$ cat src/sv/aws_pkg.sv
// Shared types, codes and constants of the accelerometer window statistics block.
package aws_pkg;

  localparam int unsigned MAX_WINDOW_DEF = 64;

  localparam int unsigned AXIS_W      = 16;
  localparam int unsigned MAG_W       = 24;
  localparam int unsigned SQ_W        = 32;
  localparam int unsigned RES_W       = 21;
  localparam int unsigned WNUM_W      = 8;
  localparam int unsigned KIND_W      = 2;
  localparam int unsigned SENS_W      = 15;
  localparam int unsigned LEN_CFG_W   = 7;
  localparam int unsigned CFG_W       = 15;
  localparam int unsigned CFG_IDX_W   = 1;
  localparam int unsigned IN_TDATA_W  = 48;
  localparam int unsigned OUT_TDATA_W = 120;

  localparam logic [CFG_IDX_W-1:0] CFG_SENS = 1'b0;
  localparam logic [CFG_IDX_W-1:0] CFG_LEN  = 1'b1;

  localparam logic [SENS_W-1:0]    SENS_RESET = 15'd4096;
  localparam logic [LEN_CFG_W-1:0] LEN_RESET  = 7'd32;

  localparam logic [KIND_W-1:0] KIND_FULL    = 2'd0;
  localparam logic [KIND_W-1:0] KIND_PARTIAL = 2'd1;
  localparam logic [KIND_W-1:0] KIND_DISCARD = 2'd2;

  typedef enum logic [4:0] {
    OP_NONE,
    OP_LATCH,
    OP_SQ_X,
    OP_SQ_Y,
    OP_SQ_Z,
    OP_SQ_SUM,
    OP_SQRT_MAG,
    OP_MAG_SQ,
    OP_ACC,
    OP_DEN,
    OP_DIV_AXIS,
    OP_SAVE_AXIS,
    OP_VAR_MUL,
    OP_DIV_V,
    OP_SQRT_V,
    OP_DIV_S,
    OP_SAVE_S,
    OP_ZERO_S,
    OP_EMIT
  } aws_op_e;

  typedef enum logic [1:0] {
    SEL_X,
    SEL_Y,
    SEL_Z,
    SEL_MAG
  } aws_sel_e;

  typedef struct packed {
    aws_op_e  op;
    aws_sel_e sel;
  } aws_cmd_t;

  typedef struct packed {
    logic sqrt_done;
    logic div_done;
    logic close;
    logic discard;
    logic multi;
  } aws_stat_t;

endpackage

$ cat src/sv/aws_ctrl.sv
// Controller state machine that sequences the datapath for each sample and window close.
module aws_ctrl import aws_pkg::*; (
  input  logic      clk_i,
  input  logic      rst_ni,
  input  logic      in_valid_i,
  output logic      in_ready_o,
  output logic      out_valid_o,
  input  logic      out_ready_i,
  output aws_cmd_t  cmd_o,
  input  aws_stat_t st_i
);

  typedef enum logic [4:0] {
    S_IDLE, S_SQ_X, S_SQ_Y, S_SQ_Z, S_SQ_SUM, S_SQRT_M, S_WAIT_M, S_MAG_SQ,
    S_ACC, S_DECIDE, S_DEN, S_DIV, S_DIV_WAIT, S_SAVE, S_VAR_MUL, S_DIV_V,
    S_WAIT_V, S_SQRT_V, S_WAIT_SV, S_DIV_S, S_WAIT_S, S_SAVE_S, S_ZERO_S, S_EMIT
  } state_e;

  state_e   state_q;
  aws_sel_e sel_q;
  logic     out_valid_q;
  logic     out_valid_d;
  logic     out_free;

  assign out_free    = !out_valid_q || out_ready_i;
  assign in_ready_o  = (state_q == S_IDLE);
  assign out_valid_o = out_valid_q;

  always_comb begin
    cmd_o.op  = OP_NONE;
    cmd_o.sel = sel_q;
    case (state_q)
      S_IDLE:    if (in_valid_i) cmd_o.op = OP_LATCH;
      S_SQ_X:    cmd_o.op = OP_SQ_X;
      S_SQ_Y:    cmd_o.op = OP_SQ_Y;
      S_SQ_Z:    cmd_o.op = OP_SQ_Z;
      S_SQ_SUM:  cmd_o.op = OP_SQ_SUM;
      S_SQRT_M:  cmd_o.op = OP_SQRT_MAG;
      S_MAG_SQ:  cmd_o.op = OP_MAG_SQ;
      S_ACC:     cmd_o.op = OP_ACC;
      S_DEN:     cmd_o.op = OP_DEN;
      S_DIV:     cmd_o.op = OP_DIV_AXIS;
      S_SAVE:    cmd_o.op = OP_SAVE_AXIS;
      S_VAR_MUL: cmd_o.op = OP_VAR_MUL;
      S_DIV_V:   cmd_o.op = OP_DIV_V;
      S_SQRT_V:  cmd_o.op = OP_SQRT_V;
      S_DIV_S:   cmd_o.op = OP_DIV_S;
      S_SAVE_S:  cmd_o.op = OP_SAVE_S;
      S_ZERO_S:  cmd_o.op = OP_ZERO_S;
      S_EMIT:    if (out_free) cmd_o.op = OP_EMIT;
      default: ;
    endcase
  end

  // A taken result clears the valid flag, a newly loaded one sets it again.
  always_comb begin
    out_valid_d = out_valid_q;
    if (out_valid_q && out_ready_i) begin
      out_valid_d = 1'b0;
    end
    if (cmd_o.op == OP_EMIT) begin
      out_valid_d = 1'b1;
    end
  end

  always_ff @(posedge clk_i or negedge rst_ni) begin
    if (!rst_ni) begin
      state_q     <= S_IDLE;
      sel_q       <= SEL_X;
      out_valid_q <= 1'b0;
    end else begin
      out_valid_q <= out_valid_d;
      case (state_q)
        S_IDLE:     if (in_valid_i) state_q <= S_SQ_X;
        S_SQ_X:     state_q <= S_SQ_Y;
        S_SQ_Y:     state_q <= S_SQ_Z;
        S_SQ_Z:     state_q <= S_SQ_SUM;
        S_SQ_SUM:   state_q <= S_SQRT_M;
        S_SQRT_M:   state_q <= S_WAIT_M;
        S_WAIT_M:   if (st_i.sqrt_done) state_q <= S_MAG_SQ;
        S_MAG_SQ:   state_q <= S_ACC;
        S_ACC:      state_q <= S_DECIDE;
        S_DECIDE: begin
          if (!st_i.close) begin
            state_q <= S_IDLE;
          end else if (st_i.discard) begin
            state_q <= S_EMIT;
          end else begin
            state_q <= S_DEN;
          end
        end
        S_DEN: begin
          sel_q   <= SEL_X;
          state_q <= S_DIV;
        end
        S_DIV:      state_q <= S_DIV_WAIT;
        S_DIV_WAIT: if (st_i.div_done) state_q <= S_SAVE;
        S_SAVE: begin
          if (sel_q == SEL_MAG) begin
            state_q <= st_i.multi ? S_VAR_MUL : S_ZERO_S;
          end else begin
            sel_q   <= aws_sel_e'(2'(sel_q + 2'd1));
            state_q <= S_DIV;
          end
        end
        S_VAR_MUL:  state_q <= S_DIV_V;
        S_DIV_V:    state_q <= S_WAIT_V;
        S_WAIT_V:   if (st_i.div_done) state_q <= S_SQRT_V;
        S_SQRT_V:   state_q <= S_WAIT_SV;
        S_WAIT_SV:  if (st_i.sqrt_done) state_q <= S_DIV_S;
        S_DIV_S:    state_q <= S_WAIT_S;
        S_WAIT_S:   if (st_i.div_done) state_q <= S_SAVE_S;
        S_SAVE_S:   state_q <= S_EMIT;
        S_ZERO_S:   state_q <= S_EMIT;
        S_EMIT: begin
          if (out_free) begin
            state_q <= S_IDLE;
          end
        end
        default:    state_q <= S_IDLE;
      endcase
    end
  end

  a_emit_free: assert property (@(posedge clk_i) disable iff (!rst_ni)
    (cmd_o.op == OP_EMIT) |-> (!out_valid_q || out_ready_i))
    else $error("result loaded while the previous one is still waiting");

  a_div_wait: assert property (@(posedge clk_i) disable iff (!rst_ni)
    st_i.div_done |-> (state_q == S_DIV_WAIT || state_q == S_WAIT_V || state_q == S_WAIT_S))
    else $error("divider finished outside a divide wait state");

  a_sqrt_wait: assert property (@(posedge clk_i) disable iff (!rst_ni)
    st_i.sqrt_done |-> (state_q == S_WAIT_M || state_q == S_WAIT_SV))
    else $error("square root finished outside a root wait state");

  a_emit_valid: assert property (@(posedge clk_i) disable iff (!rst_ni)
    (cmd_o.op == OP_EMIT) |=> out_valid_q)
    else $error("loaded result not shown as valid");

endmodule

$ cat config.mk
export PLATFORM = sky130hd
export DESIGN_NAME = aws_ctrl
export DESIGN_NICKNAME = d
export VERILOG_FILES = /design/src/sv/aws_pkg.sv /design/src/sv/aws_ctrl.sv
export SDC_FILE = /design/constraint.sdc
export NUM_CORES = 1
export LEC_CHECK = 0
export ABC_AREA = 1
export BUFFER_PORTS_ARGS = -buffer_cell sky130_fd_sc_hd__buf_2
export CORE_MARGIN = 1.5
export CORE_UTILIZATION = 54
export CTS_BUF_LIST = sky130_fd_sc_hd__clkbuf_16
export DETAILED_ROUTE_END_ITERATION = 10
export PLACE_DENSITY = 0.79
export SETUP_SLACK_MARGIN = 0.5
export SYNTH_ARGS = -nofsm -noshare
export SYNTH_HDL_FRONTEND = slang
export SYNTH_SLANG_ARGS = --single-unit
$ cat constraint.sdc
create_clock -name clk_i -period 1.8 [get_ports clk_i]
set_clock_uncertainty 0.1 [all_clocks]
set_input_delay 0.27 -clock clk_i [delete_from_list [all_inputs] [get_ports clk_i]]
set_output_delay 0.27 -clock clk_i [all_outputs]
set_load 0.01 [all_outputs]
==> results of run 1 <==
==> through the flow <==
step	worst slack [ns]	std cells	TNS, ns	utilization
floorplan	0.370	151	0	-
global placement	0.0935	182	0	0.664
detailed placement	0.0810	182	0	0.664
CTS	-0.0345	201	-0.114	0.868
global route	-0.229	206	-0.916	0.944
finish	-0.240	206	-0.834	0.944
==> path summary, 6_finish.rpt <==
| kind | from | end | slack, ns | cells after the start |
|---|---|---|---|---|
| setup / recovery | state_q[1] | cmd_o[2] | -0.24 | 6 |
| hold / removal | st_i[1] | state_q[3] | 0.18 | 2 |
| setup reg to reg | state_q[0] | state_q[2] | -0.02 | 11 |
| hold reg to reg | sel_q[0] | sel_q[0] | 0.43 | 1 |
| max in group asynchronous | rst_ni | state_q[2] | 1.07 | 2 |
| min in group asynchronous | rst_ni | out_valid_o | 0.32 | 2 |
==> flip-flops by register name (all words and copies together) (netlist names) <==
name         flops
state_q          5
sel_q            2
out_valid_o      1
==> routing by layer <==
layer | share of wire | up-vias | track usage
met5 | 0 | - | 0
met4 | 0.11 | 0 | 0.170
met3 | 0.13 | 67 | 0.0958
met2 | 0.43 | 179 | 0.635
met1 | 0.34 | 605 | 0.464
li1 | - | 574 | -
==> worst reg2reg max path, stage by stage, from the launching register on <==
cell	delay (ns)
dfrtp_2	0.49
nand2_4	0.16
inv_8	0.07
nand3_2	0.06
nand2_2	0.06
buf_4	0.12
buf_4	0.12
buf_4	0.13
nor2_1	0.11
nand4_1	0.13
nand2_1	0.10
nand2_1	0.06
==> cells by family after synthesis <==
group | Yosys count | share of synthesized area
AO/OA/AOI/OAI | 9 | 0.0643
adder cells (fa/ha/maj) | 1 | 0.0140
buffers and inverters | 24 | 0.127
flip-flops | 8 | 0.224
AND/OR/NAND/NOR | 109 | 0.571
==> cells in the mapped netlist, types with 3 or more instances <==
cell	instances	area share
inv_1	13	0.055
dfrtp_1	8	0.22
nand2_1	51	0.21
inv_2	6	0.025
nand3_1	19	0.11
nand4_1	9	0.063
nor2_1	18	0.076
nand2_2	3	0.021
nor2_2	4	0.028
==> layout make-up <==
class / instances / area [sq um] / share of cell area
well taps: 16 / 20.0 / 0.0139
clock inverters: 1 / 3.75 / 0.00261
multi-input cells: 119 / 759 / 0.528
flip-flops and latches: 8 / 206 / 0.143
inverters: 19 / 91.3 / 0.0635
clock buffers: 3 / 75.1 / 0.0522
repair buffers: 40 / 283 / 0.197
==> where the power goes <==
part           total [uW]  leakage (uW)  switching [uW]  internal [uW]
Clock                 396     0.0000423             105            291
Combinational        1670      0.000661            1010            653
Sequential            425     0.0000985             174            252
Total                2490      0.000801            1290           1200
==> what timing repair did <==
action	4_1_cts	5_1_grt
endpoints found under the hold margin	8	0
setup endpoints to repair	14	13
pin swaps	13	9
gates resized for setup	34	21
setup buffers	14	5
hold buffers	1	0
==> results.txt, run 1 <==
----------------------------------------------------
[Power and ir drop]
  Power density normalized to cell area ... 1730 mW/mm^2
  Static leakage power ... 0.000801 uW
  Peak ir drop on the vdd network ... 1.24 mV
  Overall power consumption ... 2490 uW

[Global routing]
  Via count of the first global-routing pass ... 1,171
  Wire length of the first global-routing pass ... 5.29 mm
  Pin count of the biggest net entering global routing ... 13
  Initial antenna violation count ... 0
  Total routing resource utilization after global routing ... 0.383
  Sum of overflow across all layers after global routing ... 0

[Place]
  Final GP Congestion ... 1.11
  Area post-placement ... 0.00101 sq mm
  Number of port buffers ... 17
  Detail Placement HPWL ... 2.08 mm

[Critical path]
  Crit-path cells ... buf_4 -> nand2_1 -> nor2_2 -> a21oi_1 -> nand4_1 -> buf_2
  Critical Path AT ... 1.67 ns
  Kind of cell adding the most delay to the critical path ... flip-flops
  CP peak stage delay ... 0.49 ns
  Bufs and invs on worst path ... 2
  Cell with the largest stage delay on the worst path ... dfrtp_2
  Critical path data required time ... 1.43 ns
  Crit-path max FO ... 6
  Crit end category ... primary output
  Critical path class ... reg2out
  Nature of the critical path startpoint ... flop

[Layout]
  Total number of nets in the final design ... 201
  Synthesis-to-layout area growth ... 60.8%
  Most frequent cells in the layout ... 38 x nand2_1, 17 x buf_2, 17 x buf_4
  Design area ... 0.00144 sq mm
  Fill cell total of the finished layout ... 47
  Total inserted antenna cells ... 0
  Fraction of final layout cells sized beyond drive strength 1 ... 0.511
  Most common library cell in the layout ignoring fill and taps ... nand2_1

[Clocking]
  Clock tree sinks ... 8
  Clock-pin slew on the worst setup and hold paths ... 0.04 ns
  Worst-case clock buffer depth ... 2
  Cell at the root of the clock tree ... clkbuf_16
  Worst-skew pair later-pin latency ... 0.24 ns
  TritonCTS clock tree ... done
  Inserted Clock Buffers ... 3
  Number of H-tree levels ... 1

[STA]
  Final critical path time including I/O delays and setup ... 2.04 ns
  Total count of hold-check failures in the final report ... 0
  Period Utilization, post-route ... 1.13
  Setup WS post-layout ... -0.240 ns
  Peak clock frequency supported by timing ... 490 MHz
  Max_slew headroom ... 0.820
  Final number of max-transition violations ... 0
  Number of setup violations in the final report ... 6
  Slew of the pin with the lowest slew margin ... 0.269 ns
  Unrepaired setup endpoints after global routing ... yes
  Hold WS ... 0.176 ns

[Yosys]
  Post-Synthesis Cell Area ... 895 sq um
  Portion of the post-synthesis area used by sequential elements ... 0.224
  Syn Inst Count ... 151
  Seq cells post-synth ... 8
  Net count of the mapped netlist ... 161
  Async set or reset register ratio after synthesis ... 1.00
  Synthesis Warnings ... 0
  Leading register cell type out of synthesis ... dfrtp_1
  Count of flip-flops with a built-in enable after synthesis ... 0
  Average cell area after synthesis ... 5.92 sq um
  Unique cell type count in the Yosys netlist ... 24

[Floorplan]
  Core box area ... 0.00152 sq mm
  Initial Util ... 0.587
  Number of I/O pins ... 18
  Die ar. ... 0.00191 sq mm
  Horizontal die dimension ... 43.7 microns
  Standard-cell row count ... 14
  Height of the chip ... 43.7 microns

[Outcome]
  Violated checks ... negative setup slack
  Outcome ... finished, violations left

[Routing]
  Routed length per instance ... 21.7 microns
  Routed WL ... 4.46 mm
  Number of optimization iterations in the first detailed-route pass ... 6
  DRC errors left ... 0
  Detail Route Antenna Nets ... 0
  1st-iter DRT viols ... 153
  Via Count ... 1,425
  Detail-routed via count per cell ... 6.92

[Worst hold path]
  Tightest Hold Check Type ... in2reg

[Job]
  Number of violations of the max-capacitance limit ... 0

----------------------------------------------------
No activity file was read; power rests on OpenSTA's default activity.
==> inputs of run 2 (changes only) <==
--- a/config.mk
+++ b/config.mk
@@ -8,10 +8,11 @@
 export ABC_AREA = 1
 export BUFFER_PORTS_ARGS = -buffer_cell sky130_fd_sc_hd__buf_2
 export CORE_MARGIN = 1.5
-export CORE_UTILIZATION = 54
+export CORE_UTILIZATION = 58
 export CTS_BUF_LIST = sky130_fd_sc_hd__clkbuf_16
 export DETAILED_ROUTE_END_ITERATION = 10
-export PLACE_DENSITY = 0.79
+export PLACE_DENSITY = 0.84
+export REMOVE_ABC_BUFFERS = 1
 export SETUP_SLACK_MARGIN = 0.5
 export SYNTH_ARGS = -nofsm -noshare
 export SYNTH_HDL_FRONTEND = slang
==> constraint.sdc (replaced) <==
create_clock -name clk_i -period 2.4 [get_ports clk_i]
set_clock_uncertainty 0.1 [all_clocks]
set_input_delay 0.36 -clock clk_i [delete_from_list [all_inputs] [get_ports clk_i]]
set_output_delay 0.36 -clock clk_i [all_outputs]
set_load 0.01 [all_outputs]
==> results.txt, run 2 <==
----------------------------------------------------
[Place]
  Final GP Congestion ... 0.921 (-17%)
  Detail Placement HPWL ... 1.97 mm (-5.0%)
  Number of port buffers ... 17 (unchanged)

[Yosys]
  Yosys top cell by area ... dfrtp_1
  Most used standard cell by instance count after synthesis ... nand2_1
  Synthesis Warnings ... 0 (unchanged)
  Syn Inst Count ... 151 (unchanged)
  Portion of the post-synthesis area used by sequential elements ... 0.224 (unchanged)
  Count of flip-flops with a built-in enable after synthesis ... 0 (unchanged)
  Async set or reset register ratio after synthesis ... 1.00 (unchanged)
  Cell types with the highest counts after synthesis ... 51 x nand2_1, 19 x nand3_1, 18 x nor2_1
  Ranking of synthesized cells by area ... dfrtp_1 22%, nand2_1 21%, nand3_1 11%
  Proportion of netlist area held by the largest area contributor ... 0.224 (unchanged)
  Post-Synthesis Cell Area ... 895 sq um (unchanged)
  Average cell area after synthesis ... 5.92 sq um (unchanged)
  Seq cells post-synth ... 8 (unchanged)
  Unique cell type count in the Yosys netlist ... 24 (unchanged)
  Leading register cell type out of synthesis ... dfrtp_1

[Floorplan]
  Standard-cell row count ... 13 (-1)
  Horizontal die dimension ... 42.3 microns (-3.3%)
  Initial Util ... 0.655 (+0.0677)
  Height of the chip ... 42.3 microns (-3.3%)
  Number of I/O pins ... 18 (unchanged)

[Clocking]
  Worst-case clock buffer depth ... 2 (unchanged)
  Clock tree sinks ... 8 (unchanged)
  Number of H-tree levels ... 1 (unchanged)
  Cell at the root of the clock tree ... clkbuf_16
  Inserted Clock Buffers ... 3 (unchanged)

[Outcome]
  Failed at ... 5_1_grt
  First Error ... [ERROR DPL-0038] Utilization greater than 100%, impossible to legalize
  Outcome ... aborted with a tool error

[STA]
  GRT repair_timing worst endpoint ... cmd_o[2]
  Worst ep type ... output port

[Global routing]
  Pin count of the biggest net entering global routing ... 15

----------------------------------------------------
run 2: repair_timing:
action / CTS
endpoints found under the hold margin: 8
hold buffers: 1
pin swaps: 5
gates resized for setup: 21
setup buffers: 15
setup endpoints to repair: 5
run 2: cell families after synthesis:
logic type / synth area share
compound gates: 0.0643
fa+ha+maj: 0.0140
flops: 0.224
simple gates: 0.571
buf+inv: 0.127
run 2: stage by stage:
step | setup slack, ns | instances | hold slack [ns] | utilization | area [sq um]
floorplan | 0.638 | 146 | -0.0356 | - | 852
global placement | 0.567 | 179 | 0.115 | 0.705 | 963
detailed placement | 0.556 | 179 | 0.114 | 0.705 | 963
CTS | 0.480 | 198 | 0.246 | 0.888 | 1210
==> inputs of run 3 (changes only) <==
==> config.mk (replaced) <==
export PLATFORM = sky130hd
export DESIGN_NAME = aws_ctrl
export DESIGN_NICKNAME = d
export VERILOG_FILES = /design/src/sv/aws_pkg.sv /design/src/sv/aws_ctrl.sv
export SDC_FILE = /design/constraint.sdc
export NUM_CORES = 1
export LEC_CHECK = 0
export ABC_AREA = 1
export BUFFER_PORTS_ARGS = -buffer_cell sky130_fd_sc_hd__buf_2
export CORE_AREA = 2 2 63 65
export DETAILED_ROUTE_END_ITERATION = 10
export DIE_AREA = 0 0 65 67
export PLACE_DENSITY_LB_ADDON = 0.15
export REMOVE_ABC_BUFFERS = 1
export SYNTH_ARGS = -nofsm -noshare
export SYNTH_HDL_FRONTEND = slang
export SYNTH_SLANG_ARGS = --single-unit
==> results.txt, run 3 (synthesis results as in run 1) <==
----------------------------------------------------
[Outcome]
  Outcome ... finished clean

[Power and ir drop]
  Power density normalized to cell area ... 1100 mW/mm^2
  Peak ir drop on the vdd network ... 0.353 mV
  Static leakage power ... 0.000626 uW

[Critical path]
  Critical path class ... reg2out
  Crit end category ... primary output
  Worst reg2reg path startpoint ... state_q[4]
  Critical path data required time ... 1.94 ns
  Critical Path Start ... state_q[1]
  Crit-path max FO ... 7
  Crit Reg-Reg Endpoint ... state_q[1]
  Critical Path AT ... 1.76 ns
  Minimum setup slack among reg-to-reg paths ... 0.71 ns
  Nature of the critical path startpoint ... flop
  Register-to-Register Path Depth ... 6

[Global routing]
  Initial antenna violation count ... 0
  Wire length of the first global-routing pass ... 4.22 mm
  Sum of overflow across all layers after global routing ... 0
  Pin count of the biggest net entering global routing ... 15
  Via count of the first global-routing pass ... 908
  Total routing resource utilization after global routing ... 0.127

[Worst hold path]
  Endpoint of the worst hold path ... out_valid_o
  Tightest Hold Check Type ... in2reg
  Hold path start ... out_ready_i
  Number of cells on the worst hold path ... 2

[Floorplan]
  Number of I/O pins ... 18 (unchanged)
  Initial Util ... 0.248 (-0.407)
  Height of the chip ... 67 microns (+58%)
  Die ar. ... 0.00436 sq mm
  Horizontal die dimension ... 65 microns (+54%)
  Core box area ... 0.00361 sq mm
  Standard-cell row count ... 22 (+9)

[Clocking]
  Cell at the root of the clock tree ... clkbuf_8
  TritonCTS clock tree ... done
  Clock tree sinks ... 8 (unchanged)
  Clock-pin slew on the worst setup and hold paths ... 0.04 ns
  Inserted Clock Buffers ... 3 (unchanged)
  Post_cts resized ... 0 (-100%)
  Number of H-tree levels ... 1 (unchanged)
  Worst-skew pair later-pin latency ... 0.23 ns
  Worst-case clock buffer depth ... 2 (unchanged)

[STA]
  Slew of the pin with the lowest slew margin ... 0.373 ns
  Period Utilization, post-route ... 0.927
  Max_slew headroom ... 0.751
  Number of setup violations in the final report ... 0
  Peak clock frequency supported by timing ... 450 MHz
  Final critical path time including I/O delays and setup ... 2.22 ns
  Final number of max-transition violations ... 0
  Unrepaired setup endpoints after global routing ... no
  Total count of hold-check failures in the final report ... 0
  Hold WS ... 0.252 ns
  Final-layout setup total negative slack ... 0 ns

[Layout]
  Total inserted antenna cells ... 0
  Fraction of final layout cells sized beyond drive strength 1 ... 0.226
  Multi-input gate area ... 581 sq um
  Number of flip-flops under the largest register name ... 5
  Synthesis-to-layout area growth ... 18.0%
  Fill cell total of the finished layout ... 397
  Largest register by flop count ... state_q
  Area used by sequential logic in the layout ... 200 sq um
  Most frequent cells in the layout ... 51 x nand2_1, 19 x nand3_1, 18 x nor2_1
  Most common library cell in the layout ignoring fill and taps ... nand2_1
  Total number of nets in the final design ... 180

[Routing]
  Number of optimization iterations in the first detailed-route pass ... 4
  Via Count ... 1,036
  Routed WL ... 2.50 mm
  Detail-routed via count per cell ... 4.80
  Routed length per instance ... 11.6 microns
  Detail Route Antenna Nets ... 0
  DRC errors left ... 0
  1st-iter DRT viols ... 90

[Place]
  Detail Placement HPWL ... 2.11 mm (+7.0%)
  Number of port buffers ... 17 (unchanged)
  Final GP Congestion ... 0.958 (+4.1%)

[Job]
  Number of violations of the max-capacitance limit ... 0

----------------------------------------------------
## run 3: timing repair
item                                    CTS  global route
hold buffers                              1             0
endpoints found under the hold margin     8             0
endpoints found under the setup margin    0             0
setup buffers                             0             0
## run 3: worst max-delay path by stage
stage | end | slack [ns] | cells past startpoint
finish | cmd_o[2] | 0.18 | 8
global route | cmd_o[2] | 0.07 | 8
CTS | cmd_o[2] | 0.22 | 8
detailed placement | cmd_o[2] | 0.47 | 8
global placement | cmd_o[3] | 0.43 | 5
floorplan | cmd_o[3] | 0.64 | 4
## run 3: stage by stage
step / instances / setup WS, ns / cell area, sq um / util / power [uW]
after global placement: 212 / 0.433 / 1000 / 0.279 / 1020
after detailed placement: 212 / 0.468 / 1000 / 0.279 / 999
after global routing: 216 / 0.0719 / 1060 / 0.293 / 1270
final: 216 / 0.176 / 1060 / 0.293 / 1160
after CTS: 216 / 0.219 / 1060 / 0.293 / 1170
after floorplan: 146 / 0.638 / 852 / - / 774
## run 3: power by group
part	internal (uW)	switching (uW)	leakage, uW
sequential	182	97.7	0.000105
combinational	256	464	0.000500
clock	109	52.1	0.0000216
total	547	614	0.000626
## run 3: routing by layer
metal | part of all wire | track usage | vias to the layer above | wire length, microns
met2 | 0.47 | 0.191 | 36 | 1170
met5 | 0 | 0 | - | 0
li1 | - | - | 526 | -
met1 | 0.45 | 0.170 | 467 | 1120
met4 | 0.024 | 0.0798 | 0 | 59
met3 | 0.058 | 0.0186 | 7 | 145
## run 3: cell type report
| cell class | instances | area share |
|---|---|---|
| Inverter | 19 | 0.0675 |
| Tap cell | 48 | 0.0569 |
| Sequential cell | 8 | 0.190 |
| Multi-Input combinational cell | 119 | 0.550 |
| Timing Repair Buffer | 19 | 0.0972 |
| Clock buffer | 3 | 0.0391 |
## run 3: critical path, stage by stage (launching register included)
cell	delay (ns)
dfrtp_1	0.51
inv_2	0.08
nand2_1	0.14
nor2_2	0.07
nand2_2	0.13
nand2_1	0.13
a31oi_1	0.21
nand4_1	0.11
buf_2	0.16
